## config.mk

```make
export PLATFORM = sky130hd
export DESIGN_NAME = tof_zone_flick_gesture_detector
export DESIGN_NICKNAME = d
export VERILOG_FILES = /design/src/rtl/tzf_pkg.sv /design/src/rtl/tzf_zone_acc.sv /design/src/rtl/tzf_mul_unit.sv /design/src/rtl/tzf_tracker.sv /design/src/rtl/tof_zone_flick_gesture_detector.sv
export SDC_FILE = /design/constraint.sdc
export NUM_CORES = 1
export LEC_CHECK = 0
export ABC_CLOCK_PERIOD_IN_PS = 7670
export CORE_AREA = 2 2 172 174
export DETAILED_ROUTE_END_ITERATION = 10
export DIE_AREA = 0 0 174 176
export DONT_BUFFER_PORTS = 1
export PLACE_DENSITY = 0.7
export SLEW_MARGIN = 20
export SYNTH_ARGS = -nofsm -noshare
export SYNTH_HDL_FRONTEND = slang
export SYNTH_SLANG_ARGS = --single-unit
```

## constraint.sdc

```tcl
create_clock -name i_clk -period 7.67 [get_ports i_clk]
set_input_delay 2.301 -clock i_clk [delete_from_list [all_inputs] [get_ports i_clk]]
set_output_delay 2.301 -clock i_clk [all_outputs]
set_load 0.01 [all_outputs]
```

## src/rtl/tzf_pkg.sv

```systemverilog
`default_nettype none

package tzf_pkg;

    // default geometry of the zone grid
    localparam int ZONES_PER_ROW_DEF = 8;
    localparam int ZONE_COUNT_DEF    = 64;

    // input word command codes
    localparam logic CMD_ZONE = 1'b0;
    localparam logic CMD_TICK = 1'b1;

    // gesture codes
    localparam logic [1:0] GEST_NONE = 2'd0;
    localparam logic [1:0] GEST_UP   = 2'd1;
    localparam logic [1:0] GEST_DOWN = 2'd2;

    // configuration register indexes
    localparam logic [2:0] REG_NEAR_LIMIT   = 3'd0;
    localparam logic [2:0] REG_MIN_MOVE     = 3'd1;
    localparam logic [2:0] REG_MIN_TIME     = 3'd2;
    localparam logic [2:0] REG_MAX_TIME     = 3'd3;
    localparam logic [2:0] REG_IDLE_TIMEOUT = 3'd4;

    // configuration reset values
    localparam logic [11:0] NEAR_LIMIT_RST   = 12'd200;
    localparam logic [2:0]  MIN_MOVE_RST     = 3'd2;
    localparam logic [15:0] MIN_TIME_RST     = 16'd100;
    localparam logic [15:0] MAX_TIME_RST     = 16'd800;
    localparam logic [15:0] IDLE_TIMEOUT_RST = 16'd500;

    localparam logic [15:0] TIMER_MAX = 16'hFFFF;

    typedef struct packed {
        logic        cmd;
        logic        has_target;
        logic [11:0] distance_mm;
        logic        last_zone;
    } t_in_word;

    typedef struct packed {
        logic [1:0] gesture;
        logic [6:0] active_zones;
    } t_out_word;

    typedef struct packed {
        logic [11:0] near_limit_mm;
        logic [2:0]  min_move_rows;
        logic [15:0] min_time_ms;
        logic [15:0] max_time_ms;
        logic [15:0] idle_timeout_ms;
    } t_cfg;

    typedef enum logic [2:0] {
        ST_IDLE,
        ST_EVAL,
        ST_MUL_A,
        ST_MUL_B,
        ST_MUL_N1,
        ST_MUL_N2,
        ST_CMP,
        ST_FINISH
    } t_trk_state;

    // tracker status toward the top level
    typedef struct packed {
        logic       busy;
        logic       done;
        logic [1:0] gesture;
    } t_trk_stat;

endpackage

`default_nettype wire

```

## src/rtl/tzf_zone_acc.sv

```systemverilog
`default_nettype none

module tzf_zone_acc #(
    parameter int ZONES_PER_ROW = tzf_pkg::ZONES_PER_ROW_DEF,
    parameter int ZONE_COUNT    = tzf_pkg::ZONE_COUNT_DEF,
    parameter int HIT_W         = 7,
    parameter int SUM_W         = 9
) (
    input  wire logic              i_clk,
    input  wire logic              i_rst_n,
    input  wire logic              i_sample,
    input  wire logic              i_has_target,
    input  wire logic [11:0]       i_distance_mm,
    input  wire logic [11:0]       i_near_limit_mm,
    input  wire logic              i_clear,
    output logic      [HIT_W-1:0]  o_hits,
    output logic      [SUM_W-1:0]  o_row_sum
);
    import tzf_pkg::*;

    localparam int ROWS  = (ZONE_COUNT + ZONES_PER_ROW - 1) / ZONES_PER_ROW;
    localparam int ROW_W = (ROWS > 1) ? $clog2(ROWS) : 1;
    localparam int COL_W = $clog2(ZONES_PER_ROW);
    localparam int CNT_W = $clog2(ZONE_COUNT + 1);

    logic [CNT_W-1:0] r_cnt, n_cnt;
    logic [COL_W-1:0] r_col, n_col;
    logic [ROW_W-1:0] r_row, n_row;
    logic [HIT_W-1:0] r_hits, n_hits;
    logic [SUM_W-1:0] r_sum, n_sum;
    logic             in_range;
    logic             near;

    // zone position tracked as column and row, no divide needed
    always_comb begin
        in_range = (r_cnt < CNT_W'(ZONE_COUNT));
        near     = i_has_target && (i_distance_mm <= i_near_limit_mm);
        n_cnt    = r_cnt;
        n_col    = r_col;
        n_row    = r_row;
        n_hits   = r_hits;
        n_sum    = r_sum;
        if (i_clear) begin
            n_cnt  = '0;
            n_col  = '0;
            n_row  = '0;
            n_hits = '0;
            n_sum  = '0;
        end else if (i_sample && in_range) begin
            if (near) begin
                n_hits = r_hits + HIT_W'(1);
                n_sum  = r_sum + SUM_W'(r_row);
            end
            n_cnt = r_cnt + CNT_W'(1);
            if (r_col == COL_W'(ZONES_PER_ROW - 1)) begin
                n_col = '0;
                n_row = r_row + ROW_W'(1);
            end else begin
                n_col = r_col + COL_W'(1);
            end
        end
    end

    always_ff @(posedge i_clk) begin
        if (!i_rst_n) begin
            r_cnt  <= '0;
            r_col  <= '0;
            r_row  <= '0;
            r_hits <= '0;
            r_sum  <= '0;
        end else begin
            r_cnt  <= n_cnt;
            r_col  <= n_col;
            r_row  <= n_row;
            r_hits <= n_hits;
            r_sum  <= n_sum;
        end
    end

    assign o_hits    = r_hits;
    assign o_row_sum = r_sum;

endmodule

`default_nettype wire

```

## src/rtl/tzf_mul_unit.sv

```systemverilog
`default_nettype none

module tzf_mul_unit #(
    parameter int A_W = 14,
    parameter int B_W = 7
) (
    input  wire logic               i_clk,
    input  wire logic [A_W-1:0]     i_op_a,
    input  wire logic [B_W-1:0]     i_op_b,
    output logic      [A_W+B_W-1:0] o_prod
);
    import tzf_pkg::*;

    logic [A_W+B_W-1:0] r_prod;

    // shared multiplier, product registered every cycle
    always_ff @(posedge i_clk) begin
        r_prod <= (A_W+B_W)'(i_op_a) * (A_W+B_W)'(i_op_b);
    end

    assign o_prod = r_prod;

endmodule

`default_nettype wire

```

## src/rtl/tzf_tracker.sv

```systemverilog
`default_nettype none

module tzf_tracker #(
    parameter int HIT_W = 7,
    parameter int SUM_W = 9
) (
    input  wire logic              i_clk,
    input  wire logic              i_rst_n,
    input  wire logic              i_start,
    input  wire logic              i_tick,
    input  wire logic              i_out_free,
    input  wire tzf_pkg::t_cfg     i_cfg,
    input  wire logic [HIT_W-1:0]  i_hits,
    input  wire logic [SUM_W-1:0]  i_row_sum,
    output tzf_pkg::t_trk_stat     o_stat
);
    import tzf_pkg::*;

    localparam int OA_W = (SUM_W > 2 * HIT_W) ? SUM_W : 2 * HIT_W;
    localparam int P_W  = OA_W + HIT_W;

    t_trk_state       r_state, n_state;
    logic             r_tracking, n_tracking;
    logic             r_reported, n_reported;
    logic [SUM_W-1:0] r_entry_sum, n_entry_sum;
    logic [HIT_W-1:0] r_entry_hits, n_entry_hits;
    logic [15:0]      r_elapsed, n_elapsed;
    logic [15:0]      r_idle, n_idle;
    logic             r_idle_flag, n_idle_flag;
    logic [P_W-1:0]   r_prod_a, n_prod_a;
    logic [P_W-1:0]   r_prod_b, n_prod_b;
    logic [1:0]       r_gesture, n_gesture;

    logic [OA_W-1:0]  mul_a;
    logic [HIT_W-1:0] mul_b;
    logic [P_W-1:0]   prod;
    logic [P_W-1:0]   diff;
    logic             done;

    tzf_mul_unit #(
        .A_W (OA_W),
        .B_W (HIT_W)
    ) u_mul (
        .i_clk  (i_clk),
        .i_op_a (mul_a),
        .i_op_b (mul_b),
        .o_prod (prod)
    );

    // sequencer: decide, then four products and a compare when due, then finish
    always_comb begin
        n_state      = r_state;
        n_tracking   = r_tracking;
        n_reported   = r_reported;
        n_entry_sum  = r_entry_sum;
        n_entry_hits = r_entry_hits;
        n_elapsed    = r_elapsed;
        n_idle       = r_idle;
        n_idle_flag  = r_idle_flag;
        n_prod_a     = r_prod_a;
        n_prod_b     = r_prod_b;
        n_gesture    = r_gesture;
        mul_a        = '0;
        mul_b        = '0;
        done         = 1'b0;
        diff         = (r_prod_a >= r_prod_b) ? (r_prod_a - r_prod_b) : (r_prod_b - r_prod_a);

        unique case (r_state)
            ST_IDLE: begin
                if (i_start) begin
                    n_state = ST_EVAL;
                end else if (i_tick) begin
                    n_elapsed = (r_elapsed == TIMER_MAX) ? TIMER_MAX : r_elapsed + 16'd1;
                    n_idle    = (r_idle == TIMER_MAX) ? TIMER_MAX : r_idle + 16'd1;
                    if (n_idle >= i_cfg.idle_timeout_ms && !r_idle_flag) begin
                        n_tracking  = 1'b0;
                        n_idle_flag = 1'b1;
                    end
                end
            end
            ST_EVAL: begin
                n_gesture = GEST_NONE;
                n_state   = ST_FINISH;
                if (!r_tracking) begin
                    if (i_hits >= HIT_W'(2)) begin
                        n_entry_sum  = i_row_sum;
                        n_entry_hits = i_hits;
                        n_elapsed    = '0;
                        n_reported   = 1'b0;
                        n_tracking   = 1'b1;
                    end
                end else if (i_hits == '0) begin
                    n_tracking = 1'b0;
                end else if (!r_reported && r_elapsed >= i_cfg.min_time_ms) begin
                    if (r_elapsed > i_cfg.max_time_ms) begin
                        n_reported = 1'b1;
                    end else begin
                        n_state = ST_MUL_A;
                    end
                end
            end
            ST_MUL_A: begin
                // current sum times entry hits
                mul_a   = OA_W'(i_row_sum);
                mul_b   = r_entry_hits;
                n_state = ST_MUL_B;
            end
            ST_MUL_B: begin
                // entry sum times current hits
                mul_a    = OA_W'(r_entry_sum);
                mul_b    = i_hits;
                n_prod_a = prod;
                n_state  = ST_MUL_N1;
            end
            ST_MUL_N1: begin
                mul_a    = OA_W'(i_hits);
                mul_b    = r_entry_hits;
                n_prod_b = prod;
                n_state  = ST_MUL_N2;
            end
            ST_MUL_N2: begin
                // threshold scaled by both hit counts
                mul_a   = prod[OA_W-1:0];
                mul_b   = HIT_W'(i_cfg.min_move_rows);
                n_state = ST_CMP;
            end
            ST_CMP: begin
                if (diff >= prod) begin
                    n_reported = 1'b1;
                    n_gesture  = (r_prod_a < r_prod_b) ? GEST_UP : GEST_DOWN;
                end
                n_state = ST_FINISH;
            end
            ST_FINISH: begin
                if (i_out_free) begin
                    done        = 1'b1;
                    n_idle      = '0;
                    n_idle_flag = 1'b0;
                    n_state     = ST_IDLE;
                end
            end
            default: begin
                n_state = ST_IDLE;
            end
        endcase
    end

    always_ff @(posedge i_clk) begin
        if (!i_rst_n) begin
            r_state      <= ST_IDLE;
            r_tracking   <= 1'b0;
            r_reported   <= 1'b0;
            r_entry_sum  <= '0;
            r_entry_hits <= '0;
            r_elapsed    <= '0;
            r_idle       <= '0;
            r_idle_flag  <= 1'b0;
        end else begin
            r_state      <= n_state;
            r_tracking   <= n_tracking;
            r_reported   <= n_reported;
            r_entry_sum  <= n_entry_sum;
            r_entry_hits <= n_entry_hits;
            r_elapsed    <= n_elapsed;
            r_idle       <= n_idle;
            r_idle_flag  <= n_idle_flag;
        end
    end

    // products and gesture code are payload
    always_ff @(posedge i_clk) begin
        r_prod_a  <= n_prod_a;
        r_prod_b  <= n_prod_b;
        r_gesture <= n_gesture;
    end

    assign o_stat.busy    = (r_state != ST_IDLE);
    assign o_stat.done    = done;
    assign o_stat.gesture = r_gesture;

endmodule

`default_nettype wire

```

## src/rtl/tof_zone_flick_gesture_detector.sv

```systemverilog
`default_nettype none

// channel  | signals                          | word
// ---------+----------------------------------+-------------------------------------
// input    | i_in_valid, o_in_stall, i_in_data | cmd, has_target, distance_mm, last_zone
// output   | o_out_valid, i_out_stall, o_out_data | gesture, active_zones
// config   | i_cfg_we, i_cfg_index, i_cfg_data | registers 0..4, no read-back
//
// Ticks and non-final zone samples do not stall the input. A final zone
// sample stalls it through evaluation, the cross-multiplied compare when
// that runs, and finish; all products go through one shared registered multiplier.
// The finish step waits while the output register is full and stalled.
// Reset is synchronous, active low; it restores register defaults.

module tof_zone_flick_gesture_detector #(
    parameter int ZONES_PER_ROW = tzf_pkg::ZONES_PER_ROW_DEF,
    parameter int ZONE_COUNT    = tzf_pkg::ZONE_COUNT_DEF
) (
    input  wire logic              i_clk,
    input  wire logic              i_rst_n,
    input  wire logic              i_in_valid,
    output logic                   o_in_stall,
    input  wire tzf_pkg::t_in_word i_in_data,
    output logic                   o_out_valid,
    input  wire logic              i_out_stall,
    output tzf_pkg::t_out_word     o_out_data,
    input  wire logic              i_cfg_we,
    input  wire logic [2:0]        i_cfg_index,
    input  wire logic [15:0]       i_cfg_data
);
    import tzf_pkg::*;

    localparam int ROWS  = (ZONE_COUNT + ZONES_PER_ROW - 1) / ZONES_PER_ROW;
    localparam int HIT_W = $clog2(ZONE_COUNT + 1);
    localparam int SUM_RAW = $clog2(ZONE_COUNT * (ROWS - 1) + 1);
    localparam int SUM_W = (SUM_RAW > 0) ? SUM_RAW : 1;

    t_cfg       r_cfg;
    t_trk_stat  trk_stat;
    logic       accept;
    logic       sample;
    logic       start;
    logic       tick;
    logic       out_free;
    logic [HIT_W-1:0] hits;
    logic [SUM_W-1:0] row_sum;
    logic [HIT_W+6:0] hits_ext;
    logic       r_out_valid;
    t_out_word  r_out_data;

    // configuration registers
    always_ff @(posedge i_clk) begin
        if (!i_rst_n) begin
            r_cfg.near_limit_mm   <= NEAR_LIMIT_RST;
            r_cfg.min_move_rows   <= MIN_MOVE_RST;
            r_cfg.min_time_ms     <= MIN_TIME_RST;
            r_cfg.max_time_ms     <= MAX_TIME_RST;
            r_cfg.idle_timeout_ms <= IDLE_TIMEOUT_RST;
        end else if (i_cfg_we) begin
            unique case (i_cfg_index)
                REG_NEAR_LIMIT:   r_cfg.near_limit_mm   <= i_cfg_data[11:0];
                REG_MIN_MOVE:     r_cfg.min_move_rows   <= i_cfg_data[2:0];
                REG_MIN_TIME:     r_cfg.min_time_ms     <= i_cfg_data;
                REG_MAX_TIME:     r_cfg.max_time_ms     <= i_cfg_data;
                REG_IDLE_TIMEOUT: r_cfg.idle_timeout_ms <= i_cfg_data;
                default: ;
            endcase
        end
    end

    // input handshake and word decode
    assign o_in_stall = trk_stat.busy;
    assign accept     = i_in_valid && !o_in_stall;
    assign sample     = accept && (i_in_data.cmd == CMD_ZONE);
    assign start      = sample && i_in_data.last_zone;
    assign tick       = accept && (i_in_data.cmd == CMD_TICK);
    assign out_free   = !r_out_valid || !i_out_stall;

    tzf_zone_acc #(
        .ZONES_PER_ROW (ZONES_PER_ROW),
        .ZONE_COUNT    (ZONE_COUNT),
        .HIT_W         (HIT_W),
        .SUM_W         (SUM_W)
    ) u_acc (
        .i_clk           (i_clk),
        .i_rst_n         (i_rst_n),
        .i_sample        (sample),
        .i_has_target    (i_in_data.has_target),
        .i_distance_mm   (i_in_data.distance_mm),
        .i_near_limit_mm (r_cfg.near_limit_mm),
        .i_clear         (trk_stat.done),
        .o_hits          (hits),
        .o_row_sum       (row_sum)
    );

    tzf_tracker #(
        .HIT_W (HIT_W),
        .SUM_W (SUM_W)
    ) u_trk (
        .i_clk      (i_clk),
        .i_rst_n    (i_rst_n),
        .i_start    (start),
        .i_tick     (tick),
        .i_out_free (out_free),
        .i_cfg      (r_cfg),
        .i_hits     (hits),
        .i_row_sum  (row_sum),
        .o_stat     (trk_stat)
    );

    assign hits_ext = (HIT_W + 7)'(hits);

    // output register
    always_ff @(posedge i_clk) begin
        if (!i_rst_n) begin
            r_out_valid <= 1'b0;
        end else if (trk_stat.done) begin
            r_out_valid <= 1'b1;
        end else if (!i_out_stall) begin
            r_out_valid <= 1'b0;
        end
    end

    always_ff @(posedge i_clk) begin
        if (trk_stat.done) begin
            r_out_data.gesture      <= trk_stat.gesture;
            r_out_data.active_zones <= hits_ext[6:0];
        end
    end

    assign o_out_valid = r_out_valid;
    assign o_out_data  = r_out_data;

endmodule

`default_nettype wire
```

==> flow_summary.json, run 1 <==
{
  "worstHoldStart": "u_trk.r_gesture[1]",
  "setup_viol_count_final": 0,
  "swShare_pct": 34.6,
  "syn_to_final_growth_pct": 7.42,
  "whs_path_depth": 0,
  "route.antenna.remaining_nets": 0,
  "io_buffers": 0,
  "max_cap_violations": 0,
  "fin_crit_sh_pct": 82.2,
  "internal_power_mw": 2.55,
  "layout_setup_ws_ns": 1.37,
  "r2r_slack_ns": 1.37,
  "synthDistinctLibCells": 76,
  "grt_start_max_net_pins": 96,
  "finalWorstPathRequiredPeriod_ns": 6.30,
  "rsz0062_at_grt": "no",
  "ir_worst_vdd_uv": 180,
  "routed_wl_mm": 36.4,
  "synth.largest_area_cell": "dfxtp_1",
  "netSwitchingPower_mw": 1.35,
  "insertion_delay_ns": 0.54,
  "crit_type": "flip-flop to flip-flop",
  "numCtsBuffers": 25,
  "worstSetupStartpointType": "flip-flop",
  "core-area_mm2": 0.0285,
  "cp.required_ns": 8.08,
  "cts_tree": "done",
  "p_comb_share_pct": 32.0,
  "initial_core_util_pct": 55.0,
  "die_w_um": 174,
  "cts_setup_buffers": 0,
  "yosys_warnings": 0,
  "final_max_slew_viol_count": 0,
  "place_congestion": 0.891,
  "grt_overflow": 0,
  "ys.flop_type": "dfxtp_1",
  "seqPwrFrac_pct": 35.3,
  "p_total_mw": 3.89,
  "skew_ns": 0.00706,
  "clockBufferDepth": 3,
  "fin_nets": 2091,
  "drive_above_1_share_pct": 5.01,
  "vias_per_cell": 5.69,
  "clock.fmax_ghz": 0.159,
  "drtIter0Drc": 1032,
  "dieArea_mm2": 0.0306,
  "die_h_um": 176,
  "max_stage_delay_ns": 0.67,
  "dr_total_vias": 12600,
  "hold_viol": 0,
  "slowest_stage": "dfxtp_1",
  "p_clk_share_pct": 32.7,
  "critPathCaptureType": "flip-flop",
  "cts-root-buf": "clkbuf_16",
  "rows": 62,
  "holdBufCountCts": 0,
  "dp_hpwl_mm": 27.5,
  "timing.setup.tns_ns": 0,
  "seq_area_frac_synth_pct": 31.6,
  "layout_common_cells": "inv_1, nand2_1, nor2_1",
  "hold_path.class": "flip-flop to flip-flop",
  "worst_hold_slack_ns": 0.418,
  "tightest_slew_ns": 1.05,
  "grt_first_pass_wirelength_mm": 60.0,
  "synthCells": 1838,
  "synth_top_area_share_pct": 21.4,
  "ff2ff_path_depth": 21,
  "p_per_area_mw_per_mm2": 231,
  "cts.sink_count": 221,
  "antennaDiodeCount": 0,
  "async_flop_share_pct": 0,
  "synth_seq_cells": 221,
  "status": "finished, final reports clean",
  "synth.avg_cell_area_um2": 8.54,
  "io_pins": 50,
  "crit_start": "u_trk.r_state[1]",
  "netlist_area_mm2": 0.0157,
  "cts_resized": 0,
  "reg2reg_from": "u_trk.r_state[1]",
  "drc": 0,
  "synth_edf_count": 53,
  "drt-wirelength-per-cell_um": 16.4,
  "pre_cts_ws_ns": 1.40,
  "power_leakage_nw": 7.42,
  "post-route-util_pct": 59.1,
  "cp_cell_sequence": "nand2b_1, nor2_2, buf_4, a221oi_1, or2_2, fa_1, inv_1, ha_1, ha_1, inv_1, fa_1, inv_1, ha_1, a21o_1, a21oi_1, o21bai_1, a21oi_1, o21ai_0, a2111oi_0, nor3_1, xor2_1",
  "relSlewSlack_pct": 30.0,
  "grt_usage_pct": 23.8,
  "drtPass1Iterations": 6,
  "clkSlewWorstSetupHoldPaths_ns": 0.06,
  "antenna_found_initial": 0,
  "cp_data_arrival_time_ns": 6.72,
  "htreeDepth": 1,
  "cp_max_fo": 23,
  "yosys-top-cells-area": "dfxtp_1, ha_1, edfxtp_1, fa_1, inv_1",
  "final_common_cell": "inv_1",
  "grt_pass1_vias": 11700
}
==> kinds of logic (layout without fill, tap and decap cells) <==
family | count (synthesis) | count (layout) | synth area share [%]
muxes | 34 | 34 | 2.20
AOI/OAI and AO/OA | 424 | 424 | 17.1
and+or+nand+nor | 574 | 574 | 16.9
other | 2 | 20 | 0.0478
adders and majority gates | 235 | 235 | 21.7
buffers and inverters | 292 | 272 | 7.37
DFF | 221 | 221 | 31.6
xor gates and xnor gates | 56 | 56 | 3.12
==> layer usage <==
layer | global-route usage (%) | wire, um | share of wire [%] | vias to the layer above
li1 | - | - | - | 6253
met5 | 0 | 0 | 0 | -
met2 | 38.5 | 16400 | 45 | 307
met1 | 34.5 | 17500 | 48 | 6035
met4 | 4.73 | 459 | 1.3 | 0
met3 | 2.69 | 2040 | 5.6 | 44
==> final cells by class <==
class	count	area, um^2
Clock buffer	33	687
Clock inverter	13	190
Fill cell	2574	11700
Inverter	217	815
Multi-Input combinational cell	1343	9670
Sequential cell	221	4950
Tap cell	384	480
Timing Repair Buffer	9	67.6
==> Yosys cell counts (5+ instances only) <==
library cell	instances
a2111oi_0	7
a211oi_1	15
a21o_1	36
a21oi_1	157
a221oi_1	11
a22o_1	6
a22oi_1	15
a31oi_1	12
and2_1	6
and3_1	16
buf_2	14
clkbuf_1	49
dfxtp_1	168
edfxtp_1	53
fa_1	62
ha_1	173
inv_1	216
mux2i_1	30
nand2_1	198
nand2b_1	15
nand3_1	46
nand4_1	25
nor2_1	176
nor2b_1	18
nor3_1	17
o211ai_1	28
o21a_1	7
o21ai_0	70
o21ai_1	5
o21bai_1	11
o31ai_1	7
or2_2	18
or3_1	7
or4_1	8
xnor2_1	30
xor2_1	26
==> path summary, 6_finish.rpt <==
check	end
max	u_trk.u_mul.o_prod[14]
min	o_out_data[8]
max reg2reg	u_trk.u_mul.o_prod[14]
min reg2reg	o_out_data[8]
==> state kept, by name (all words and copies together) (netlist names) <==
signal and flops:
u_acc.r_col 3, u_acc.r_row 3, u_trk.r_prod_a 21, o_out_valid 1, u_trk.r_elapsed 16, u_trk.r_entry_sum 9
u_trk.r_idle 16, u_trk.u_mul.o_prod 21, o_out_data 9, u_trk.r_gesture 2, u_trk.r_state 3, u_acc.r_cnt 7
u_acc.o_hits 7, u_trk.r_prod_b 21, u_trk.r_tracking 1, u_trk.r_reported 1, r_cfg 63, u_trk.r_entry_hits 7
u_trk.r_idle_flag 1, u_acc.o_row_sum 9
==> metrics by stage <==
| step | cell area [um^2] | instances |
|---|---|---|
| global route | 16900 | 2220 |
| global placement | 16000 | 2174 |
| CTS | 16900 | 2220 |
| floorplan | 15800 | 1856 |
| finish | 16900 | 2220 |
| detailed placement | 16000 | 2174 |
==> critical path: cells and delay by family (launching register included) <==
family | cells | cell delay, ns
AND/OR/NAND/NOR | 4 | 1.12
buffers and inverters | 4 | 0.50
adder cells (fa/ha/maj) | 5 | 1.98
XOR/XNOR | 1 | 0.15
flip-flops | 1 | 0.67
AO/OA/AOI/OAI | 7 | 1.75
==> power by group through the flow <==
stage	combinational (mW)	clock, mW	sequential (mW)
2_1_floorplan	0.970	0	1.37
3_3_place_gp	1.19	0	1.39
3_5_place_dp	1.21	0	1.40
4_1_cts	1.22	1.29	1.37
5_1_grt	1.39	1.35	1.39
6_report	1.25	1.27	1.37
(Power assumes the default switching activity.)
==> run 2: changes to the inputs <==
- ABC_CLOCK_PERIOD_IN_PS: 7670 -> 6000
- clock period: 7.67 -> 6 ns (I/O delays scaled with it)
==> run 2 against run 1 <==
Compared with the run above:
- highest routed layer unchanged
- power increased by 27%
- clock-buffer cell count decreased by 1
- maximum frequency increased by 13%
- register-to-register slack got worse by 0.94 ns
- worst setup slack got worse by 0.94 ns
- global-route usage increased by 0.68 points
- critical endpoint unchanged
==> flow_summary.json, run 2 (synthesis results as in run 1) <==
{
  "drc": 0,
  "rsz0062_at_grt": "no",
  "grt_start_max_net_pins": 96,
  "finalInstanceArea_mm2": 0.0170,
  "layout_common_cells": "inv_1, nand2_1, nor2_1",
  "largest-register": "r_cfg",
  "ir_worst_vdd_uv": 218,
  "initial_core_util_pct": 55.0,
  "io_buffers": 0,
  "skew_ns": 0.0224,
  "power_leakage_nw": 7.49,
  "relSlewSlack_pct": 28.4,
  "grt_pass1_vias": 12300,
  "fin_nets": 2107,
  "clockBufferDepth": 3,
  "cp_max_fo": 8,
  "p_per_area_mw_per_mm2": 292,
  "dr_total_vias": 12700,
  "die_h_um": 176,
  "hold_path.class": "flip-flop to flip-flop",
  "max_cap_violations": 0,
  "p_total_mw": 4.95,
  "reg2reg_from": "u_trk.r_state[1]",
  "die_w_um": 174,
  "numCtsBuffers": 25,
  "routed_wl_mm": 36.7,
  "crit_type": "flip-flop to flip-flop",
  "fill_cells": 2594,
  "rows": 62,
  "fin_crit_sh_pct": 92.8,
  "drtIter0Drc": 1084,
  "cts.sink_count": 221,
  "status": "finished, final reports clean",
  "finalWorstPathRequiredPeriod_ns": 5.57,
  "cts-root-buf": "clkbuf_16",
  "cts_tree": "done",
  "final_max_slew_viol_count": 0,
  "io_pins": 50,
  "postPlaceCellArea_mm2": 0.0161,
  "critPathCaptureType": "flip-flop",
  "dp_hpwl_mm": 27.9,
  "drtPass1Iterations": 5,
  "clock.fmax_ghz": 0.180,
  "r2r_slack_ns": 0.43,
  "syn_to_final_growth_pct": 8.15,
  "drt-wirelength-per-cell_um": 16.4,
  "setup_viol_count_final": 0,
  "place_congestion": 0.889,
  "largest_register_ffs": 63,
  "cts_setup_buffers": 0,
  "vias_per_cell": 5.67,
  "hold_viol": 0,
  "antennaDiodeCount": 0,
  "antenna_found_initial": 0,
  "route.antenna.remaining_nets": 0,
  "dieArea_mm2": 0.0306,
  "crit_start": "u_trk.r_state[1]",
  "core-area_mm2": 0.0285,
  "grt_first_pass_wirelength_mm": 61.7,
  "insertion_delay_ns": 0.54,
  "timing.setup.tns_ns": 0,
  "tightest_slew_ns": 1.05,
  "worstHoldStart": "u_trk.r_gesture[0]",
  "cp.required_ns": 6.39,
  "clkSlewWorstSetupHoldPaths_ns": 0.06,
  "worst_hold_slack_ns": 0.411,
  "grt_overflow": 0,
  "htreeDepth": 1,
  "grt_usage_pct": 24.4,
  "worstSetupStartpointType": "flip-flop",
  "final_common_cell": "inv_1",
  "cp_data_arrival_time_ns": 5.96,
  "drive_above_1_share_pct": 6.10
}
==> run 2: cell types whose count changed in the layout (fill, tap and decap cells not counted), sizes merged <==
cell | before | now
buf | 9 | 25
clkinv | 4 | 8
bufinv | 4 | 3
clkbuf | 33 | 32
clkinvlp | 2 | 1
inv | 220 | 219
==> run 2: routing by layer <==
layer  routed length [um]  vias to the layer above  GRT usage [%]  share of wire, %
met5                    0                        -              0                 0
met4                  929                        0           7.14               2.5
met3                 2210                       60           3.10               6.0
met2                16300                      329           38.7                44
met1                17300                     6025           35.1                47
li1                     -                     6270              -                 -
==> run 2: cell type report <==
cell class	instances	area, um^2	share of cell area, %
clock inverter	14	163	0.958
sequential	221	4960	29.2
clock buffer	32	692	4.07
multi-input combinational	1343	9690	57.1
timing repair buffer	25	188	1.11
inverter	217	815	4.80
tap	384	480	2.83
==> run 2: final timing paths <==
path	cells past startpoint	to
setup reg to reg	17	u_trk.u_mul.o_prod[14]
hold / removal	0	o_out_data[7]
hold reg to reg	0	o_out_data[7]
setup / recovery	17	u_trk.u_mul.o_prod[14]
==> run 2: per-stage QoR <==
step / utilization, % / std cells / worst slack [ns]
2_1_floorplan: - / 1856 / 0.0714
5_1_grt: 59.5 / 2236 / 0.0607
3_5_place_dp: 56.4 / 2190 / 0.221
4_1_cts: 59.4 / 2236 / 0.193
3_3_place_gp: 56.4 / 2190 / 0.353
6_report: 59.5 / 2236 / 0.431
==> run 2: critical path: stages (launching register included) <==
cell       delay [ns]
dfxtp_1          0.48
nor2b_2          0.32
a221oi_1         0.12
or2_2            0.38
or2_2            0.31
fa_1             0.52
fa_1             0.54
inv_1            0.05
fa_1             0.50
fa_1             0.49
ha_1             0.36
inv_1            0.07
o21bai_1         0.08
a21oi_1          0.28
o21ai_0          0.20
a2111oi_0        0.43
nor3_1           0.13
xor2_1           0.17
==> run 2: report_power, final <==
group / switching [mW] / internal (mW) / total, mW
clock: 0.631 / 0.948 / 1.58
sequential: 0.106 / 1.67 / 1.77
combinational: 0.982 / 0.620 / 1.60
total: 1.72 / 3.23 / 4.95
==> run 2: timing repair <==
action	4_1_cts	5_1_grt
hold buffers	0	0
resized for setup	0	5
endpoints found under the setup margin	0	4
